### src/hdl/bucketed_hash_set_engine_top_assert.svh
// Assertion macros for the bucketed hash set engine.
// Included by the RTL files that carry concurrent assertions; no other dependencies.
`ifndef BUCKETED_HASH_SET_ENGINE_TOP_ASSERT_SVH
`define BUCKETED_HASH_SET_ENGINE_TOP_ASSERT_SVH

`ifndef SYNTHESIS
`define BHS_ASSERT(lbl, clk, rstn, prop) \
  lbl: assert property (@(posedge clk) disable iff (!rstn) (prop)) \
    else $error("bhs: assertion failed");
`define BHS_ASSERT_NEVER(lbl, clk, rstn, prop) \
  lbl: assert property (@(posedge clk) disable iff (!rstn) !(prop)) \
    else $error("bhs: forbidden condition seen");
`else
`define BHS_ASSERT(lbl, clk, rstn, prop)
`define BHS_ASSERT_NEVER(lbl, clk, rstn, prop)
`endif

`endif

### src/hdl/bhs_ram.sv
// Generic single-write, single-read RAM with a registered read port.
// Depends on nothing.
module bhs_ram #(
  parameter int WIDTH = 8,
  parameter int DEPTH = 16
) (
  input  logic                                   clk_i,
  input  logic                                   we_i,
  input  logic [((DEPTH > 1) ? $clog2(DEPTH) : 1)-1:0] waddr_i,
  input  logic [WIDTH-1:0]                       wdata_i,
  input  logic [((DEPTH > 1) ? $clog2(DEPTH) : 1)-1:0] raddr_i,
  output logic [WIDTH-1:0]                       rdata_o
);

  logic [WIDTH-1:0] mem_q [DEPTH];
  logic [WIDTH-1:0] rdata_q;

  always_ff @(posedge clk_i) begin
    if (we_i) begin
      mem_q[waddr_i] <= wdata_i;
    end
    rdata_q <= mem_q[raddr_i];
  end

  assign rdata_o = rdata_q;

endmodule

### config.mk
export PLATFORM = sky130hd
export DESIGN_NAME = bhs_ram
export DESIGN_NICKNAME = d
export VERILOG_FILES = /design/src/hdl/bucketed_hash_set_engine_top_assert.svh /design/src/hdl/bhs_ram.sv
export SDC_FILE = /design/constraint.sdc
export NUM_CORES = 1
export LEC_CHECK = 0
export BUFFER_PORTS_ARGS = -buffer_cell sky130_fd_sc_hd__buf_2
export CAP_MARGIN = 10
export CORE_UTILIZATION = 35
export CTS_CLUSTER_SIZE = 14
export DETAILED_ROUTE_END_ITERATION = 6
export PLACE_DENSITY = 0.57
export SETUP_SLACK_MARGIN = 0.3
export SKIP_CTS_REPAIR_TIMING = 1
export SLEW_MARGIN = 20
export SYNTH_ARGS = -nofsm -noshare
export SYNTH_HDL_FRONTEND = slang
export SYNTH_SLANG_ARGS = --single-unit
### constraint.sdc
create_clock -name clk_i -period 1.55 [get_ports clk_i]
set_clock_uncertainty 0.05 [all_clocks]
set_input_delay 0.155 -clock clk_i [delete_from_list [all_inputs] [get_ports clk_i]]
set_output_delay 0.155 -clock clk_i [all_outputs]
set_load 0.05 [all_outputs]
==> flow_summary.toml, run 1 <==
[outcome]
outcome = "finished, final reports clean"

[job]
maxCapViolCount = 0

[logic_synthesis]
yosysMostFrequentCell = "edfxtp_1"
synth_area_um2 = 5150
synth_area_leader_cell = "edfxtp_1"
ys_warn_count = 0
avgSynthCellArea_um2 = 22.5
synth_commonest_cells = "128 x edfxtp_1, 18 x mux4_2, 16 x a22oi_1, 14 x mux4_1, 13 x nor2_1"
synth_fp_nets = 247
synthTopCellsByArea = "edfxtp_1 75%, mux4_2 7.9%, mux4_1 7.1%"
yosysTopAreaCellShare_pct = 74.7
yosysSeqAreaShare_pct = 77.8
synth_edf_count = 128
yosys.cell_types.count = 19
synth_seq_cells = 136
async_reset_ff_share_pct = 0
synth_cells = 229
synth_flop_cell = "edfxtp_1"

[floorplanning]
rows = 43
die-width_um = 123
core-area_um2 = 14100
die_area_um2 = 15200
ioPinCount = 26
floorplan.initialDensity_pct = 36.5
die_h_um = 123

[pwr]
peakVddDrop_uv = 852
finalPower_uw = 8610
p_per_area_nw_per_um2 = 1360
p_leak_uw = 0.00209

[cts]
h-tree-depth = 4
clk_latency_ns = 0.41
cts.path.max_buffers = 2
cts_root_buf = "clkbuf_16"
numCtsBuffers = 17
tritoncts = "built"
clkSinkCount = 136
clk_pin_slew_ns = 0.06

[grt]
grt_pass1_wl_um = 15200
grt_max_degree = 21
grt_overflow_total = 0
first_global_vias = 2552
antenna_found_initial = 0
grt_usage_pct = 15.0

[critical_path]
worstPathMaxFanout = 1
cp.required_ns = 1.79
crit_path_max_incr_delay_ns = 0.49
start_kind = "flip-flop"
path_delay_family = "multiplexers"
crit_path_end_kind = "flip-flop"
crit_chain = "mux4_2, a22oi_2, nand2_1"
path_class = "reg -> reg"
cp.buffers_inverters = 0
critPathArrivalTime_ns = 1.58
slowest_stage = "mux4_2"

[drt]
wl_per_cell_um = 20.5
via_per_inst = 4.94
drc = 0
ant_nets = 0
drtIter0Drc = 162
vias = 2391
drt_wl_total_um = 9910
firstDrtPassIters = 4

[timing]
max_slew_margin_pct = 39.5
maxSlewViolCount = 0
holdWs_ns = 0.0784
finalSetupViolations = 0
tightest_slew_ns = 0.906
fin_crit_ns = 1.33
finalHoldViolations = 0
rsz0062_at_grt = "true"
post-route-period-util_pct = 86.1
fmax_mhz = 750

[placed_design]
io_buffers = 25
dp_hpwl_um = 6320
gp_congestion = 0.720

[layout]
fin_nets = 309
fillCellCount = 1227
area_growth_pct = 23.1
antenna_cells = 0
final_util_pct = 45.0
layout-drive-gt1-share_pct = 43.1

[hold_path]
hold_path_class = "in -> reg"
-- final timing paths --
kind                                             from                endpoint  slack (ns)  depth (start not counted)
worst max-delay path            mem_q[3][7]$_DFFE_PP_      rdata_o[7]$_DFF_P_        0.22                          3
worst min-delay path                       wdata_i[6]  mem_q[15][6]$_DFFE_PP_        0.08                          1
worst max register to register  mem_q[3][7]$_DFFE_PP_      rdata_o[7]$_DFF_P_        0.22                          3
worst min register to register  mem_q[6][6]$_DFFE_PP_      rdata_o[6]$_DFF_P_        0.63                          3
-- per-stage QoR --
| stage | setup TNS [ns] | setup slack (ns) | instances | instance area (µm²) |
|---|---|---|---|---|
| floorplan | 0 | 0.242 | 229 | 5180 |
| global placement | -0.409 | -0.138 | 452 | 5700 |
| detailed placement | -0.440 | -0.139 | 452 | 5700 |
| CTS | 0 | 0.131 | 484 | 6290 |
| global route | 0 | 0.171 | 484 | 6340 |
| finish | 0 | 0.216 | 484 | 6340 |
-- metal layers --
layer  vias up  GRT usage [%]  part of all wire, %
met1      1238           19.8                   45
met4         0           7.00                  1.0
met5         -              0                    0
li1       1081              -                    -
met3         9           4.24                  5.5
met2        63           23.0                   49
-- cell usage in the layout (no fill, tap or decap), types with 2 or more instances in the layout --
master,count
buf_12,7
nand2_1,9
nand2b_1,2
mux4_2,32
edfxtp_1,128
clkinvlp_4,6
a22oi_1,7
bufinv_16,3
nand3b_1,2
clkinv_2,2
clkbuf_1,3
nor2_1,10
clkbuf_16,17
nor3_2,3
buf_2,23
buf_4,21
a22oi_2,9
nor2_2,3
dfxtp_1,8
-- sequential cells by signal, indices dropped and copies added (netlist names) --
signal,cells
mem_q,128
rdata_o,8
-- cell families (layout without fill, tap and decap cells) --
logic type / after synthesis / count (layout) / share of synthesized area, %
flops: 136 / 136 / 77.8
simple gates: 35 / 35 / 3.18
mux: 32 / 32 / 15.0
compound gates: 16 / 16 / 2.33
buf+inv: 10 / 85 / 1.68
-- area by class of cell --
cell class | instances | area, µm² | share of cell area, %
well taps | 180 | 225 | 3.55
clock inverters | 12 | 154 | 2.43
repair buffers | 53 | 432 | 6.81
flip-flops and latches | 136 | 4000 | 63.2
multi-input cells | 83 | 1090 | 17.1
clock buffers | 20 | 437 | 6.89
-- report_power, final --
part           leakage [µW]  internal (µW)  switching [µW]
clock              0.000268           2520            1440
combinational      0.000595            206             315
sequential          0.00122           4110            24.0
Power figures use the tool's default switching activity.
==> inputs of run 2 (changes only) <==
- REMOVE_ABC_BUFFERS: unset -> 1
==> run 2 against run 1 <==
Sequential power barely moved. Hold slack got worse by 0.0088 ns. Setup slack got worse by 0.024 ns. Critical path depth did not move. Clock power barely moved. Combinational power fell by 4%. Total power barely moved. Die area did not move. Non-clock buffer count fell by 1. Via count fell by 0.92%. Fmax fell by 1.7%. Cell count fell by 0.21%. Largest power group unchanged.
==> flow_summary.toml, run 2 (synthesis results as in run 1) <==
[critical_path]
cp-startpoint = "mem_q[3][1]$_DFFE_PP_"
path_class = "reg -> reg"
worstPathMaxFanout = 1
crit_chain = "mux4_2, a22oi_2, nand2_1"
start_kind = "flip-flop"
reg2reg_slack_ns = 0.19
timing.rr.end = "rdata_o[1]$_DFF_P_"
critPathArrivalTime_ns = 1.60
crit_path_end_kind = "flip-flop"
path_delay_family = "multiplexers"
cp.buffers_inverters = 0
crit_path_max_incr_delay_ns = 0.48
r2r-start = "mem_q[3][1]$_DFFE_PP_"
rr_worst_depth = 3
slowest_stage = "mux4_2"
cp.required_ns = 1.79

[floorplanning]
core-area_um2 = 14100
rows = 43
ioPinCount = 26
floorplan.initialDensity_pct = 36.5
die_h_um = 123
die_area_um2 = 15200
die-width_um = 123

[grt]
grt_max_degree = 24
grt_overflow_total = 0
grt_usage_pct = 13.9
grt_pass1_wl_um = 14300
antenna_found_initial = 0
first_global_vias = 2544

[placed_design]
dp_slack_ns = -0.126
io_buffers = 25
place_inst = 451
dpl_cell_area_um2 = 5650
gp_congestion = 0.815
dp_hpwl_um = 6420

[timing]
fin_crit_ns = 1.36
finalHoldViolations = 0
post-route-period-util_pct = 87.6
fmax_mhz = 736
tightest_slew_ns = 0.834
holdWs_ns = 0.0696
finalSetupViolations = 0
maxSlewViolCount = 0
rsz0062_at_grt = "true"
max_slew_margin_pct = 44.3
final.setup.worst_slack_ns = 0.192

[drt]
ant_nets = 0
drtIter0Drc = 169
firstDrtPassIters = 4
wl_per_cell_um = 19.8
vias = 2369
via_per_inst = 4.90
drt_wl_total_um = 9550
drc = 0

[layout]
largest_reg_flops = 128
layout-drive-gt1-share_pct = 39.6
area_growth_pct = 21.3
fillCellCount = 1201
layout_commonest_cell = "edfxtp_1"
fin_cells = 483
final_cell_mix = "128 x edfxtp_1, 30 x mux4_2, 24 x buf_2, 24 x buf_4, 17 x clkbuf_16"
finalInstanceArea_um2 = 6250
fin_nets = 308
final_util_pct = 44.3
antenna_cells = 0
largest-register = "mem_q"

[cts]
clkSinkCount = 136
clk_latency_ns = 0.41
cts_root_buf = "clkbuf_16"
clk_pin_slew_ns = 0.06
h-tree-depth = 4
tritoncts = "built"
numCtsBuffers = 17
cts.path.max_buffers = 2

[hold_path]
worstHoldStart = "wdata_i[5]"
min_to = "mem_q[3][5]$_DFFE_PP_"
holdPathStages = 1
hold_path_class = "in -> reg"

[job]
maxCapViolCount = 0

[pwr]
p_per_area_nw_per_um2 = 1380
peakVddDrop_uv = 1130
p_leak_uw = 0.00208

[outcome]
outcome = "finished, final reports clean"
## run 2: layer usage
metal,part of all wire [%],GRT usage (%),vias up
met4,0.99,5.42,0
met5,0,0,-
met2,48,21.6,69
met1,45,17.9,1209
li1,-,-,1082
met3,5.4,4.89,9
## run 2: through the flow
| step | setup TNS, ns | power [µW] |
|---|---|---|
| global placement | -0.471 | 4690 |
| global route | 0 | 8870 |
| finish | 0 | 8610 |
| floorplan | -1.18 | 4460 |
| detailed placement | -0.448 | 4700 |
| CTS | 0 | 8660 |
## run 2: worst register-to-register path: cells and delay by family (launching register included)
kind	cells	cell delay, ns
muxes	1	0.49
DFF	1	0.38
AOI/OAI and AO/OA	1	0.24
and+or+nand+nor	1	0.08
## run 2: area by class of cell
cell class | instances | area, µm² | share of cell area, %
well taps | 180 | 225 | 3.61
flip-flops and latches | 136 | 4000 | 64.1
multi-input cells | 83 | 1060 | 16.9
clock inverters | 12 | 151 | 2.42
repair buffers | 52 | 372 | 5.95
clock buffers | 20 | 437 | 6.99
## run 2: worst max path at each step
stage	endpoint	slack (ns)	cells after the start
after floorplan	mem_q[0][0]$_DFFE_PP_	-0.15	2
after global placement	rdata_o[0]$_DFF_P_	-0.15	5
after detailed placement	rdata_o[0]$_DFF_P_	-0.13	5
after CTS	rdata_o[0]$_DFF_P_	0.07	3
after global routing	rdata_o[1]$_DFF_P_	0.16	3
final	rdata_o[1]$_DFF_P_	0.19	3
## run 2: power by group
part           switching (µW)  internal, µW
sequential               22.9          4110
combinational             309           193
clock                    1450          2520
total                    1780          6830
==> inputs of run 3 (changes only) <==
- CORE_UTILIZATION: 35 -> 25
- PLACE_DENSITY: 0.57 -> 0.46
==> run 3 against run 2 <==
Non-clock buffer count fell by 1. First-iteration DRC count rose by 27%. Combinational power rose by 3%. Clock-buffer cell count rose by 4. Global-route usage fell by 2.8 points. Hold slack improved by 0.0073 ns. Total power rose by 0.21%. Cell area rose by 2.0%.
==> flow_summary.toml, run 3 (synthesis results as in run 1) <==
[outcome]
outcome = "finished, final reports clean"

[floorplanning]
ioPinCount = 26
rows = 52
die_h_um = 145
core-area_um2 = 20200
floorplan.initialDensity_pct = 25.4
die-width_um = 145
die_area_um2 = 21200

[pwr]
peakVddDrop_uv = 665
finalPower_uw = 8620
p_leak_uw = 0.00210
p_per_area_nw_per_um2 = 1350

[drt]
via_per_inst = 4.29
ant_nets = 0
drt_wl_total_um = 10800
drc = 0
wl_per_cell_um = 18.9
vias = 2452
drtIter0Drc = 215
firstDrtPassIters = 4

[timing]
post-route-period-util_pct = 85.6
maxSlewViolCount = 0
max_slew_margin_pct = 35.2
rsz0062_at_grt = "true"
tns_ns = 0
fin_crit_ns = 1.33
finalHoldViolations = 0
tightest_slew_ns = 0.970
holdWs_ns = 0.0769
fmax_mhz = 753
finalSetupViolations = 0

[critical_path]
worstPathMaxFanout = 1
path_class = "reg -> reg"
start_kind = "flip-flop"
critPathArrivalTime_ns = 1.58
cp.required_ns = 1.80
crit_path_end_kind = "flip-flop"

[layout]
layout_commonest_cell = "edfxtp_1"
largest-register = "mem_q"
largest_reg_flops = 128
antenna_cells = 0
final_cell_mix = "128 x edfxtp_1, 31 x mux4_2, 24 x buf_4"
fin_nets = 307
layout-drive-gt1-share_pct = 40.7
area_growth_pct = 23.8

[job]
maxCapViolCount = 0

[grt]
grt_usage_pct = 11.1
grt_max_degree = 17
grt_pass1_wl_um = 16500
first_global_vias = 2681
antenna_found_initial = 1
grt_overflow_total = 0

[cts]
clk_pin_slew_ns = 0.06
cts_root_buf = "clkbuf_16"
cts.path.max_buffers = 2
tritoncts = "built"
numCtsBuffers = 17
clk_latency_ns = 0.41
clkSinkCount = 136
h-tree-depth = 4

[placed_design]
dp_hpwl_um = 7270
gp_congestion = 0.690
io_buffers = 25

[hold_path]
hold_path_class = "in -> reg"
-- run 3: cell count changes in the layout (fill, tap and decap cells not counted), moves of 2 or more --
cell / before / now
clkbuf_8: 0 / 5
clkinv_2: 2 / 5
clkinvlp_4: 4 / 1
buf_2: 24 / 22
-- run 3: cell type report --
cell class,count,area (µm²)
Timing Repair Buffer,51,378
Tap cell,270,338
Fill cell,1940,13900
Clock buffer,24,502
Clock inverter,8,92.6
Multi-Input combinational cell,83,1060
Sequential cell,136,4000
-- run 3: where the power goes --
group | internal, µW | switching (µW) | leakage, µW
clock network | 2560 | 1400 | 0.000296
registers | 4110 | 26.5 | 0.00122
logic | 196 | 321 | 0.000577
-- run 3: through the flow --
step	cells	worst slack [ns]	utilization [%]	area, µm²
global placement	540	-0.126	28.5	5770
CTS	572	0.101	31.4	6360
detailed placement	540	-0.143	28.5	5770
floorplan	219	-0.148	-	5060
global route	572	0.177	31.5	6370
finish	572	0.223	31.5	6370
-- run 3: worst paths after layout --
check	startpoint	to	slack, ns	cells after the start
worst max register to register	mem_q[2][2]$_DFFE_PP_	rdata_o[2]$_DFF_P_	0.22	3
worst min-delay path	wdata_i[3]	mem_q[10][3]$_DFFE_PP_	0.08	1
worst max-delay path	mem_q[2][2]$_DFFE_PP_	rdata_o[2]$_DFF_P_	0.22	3
worst min register to register	mem_q[15][0]$_DFFE_PP_	rdata_o[0]$_DFF_P_	0.63	3
-- run 3: routing by layer --
metal | routed length (µm) | vias up | part of all wire (%) | GRT usage, %
met1 | 5060 | 1281 | 47 | 14.2
met3 | 538 | 19 | 5.0 | 3.73
met2 | 4970 | 72 | 46 | 16.8
li1 | - | 1078 | - | -
met4 | 240 | 2 | 2.2 | 5.42
met5 | 13 | - | 0.12 | 0
-- run 3: critical path, cell delays in order (launching register included) --
cell	delay, ns
edfxtp_1	0.37
mux4_2	0.47
a22oi_2	0.23
nand2_1	0.09
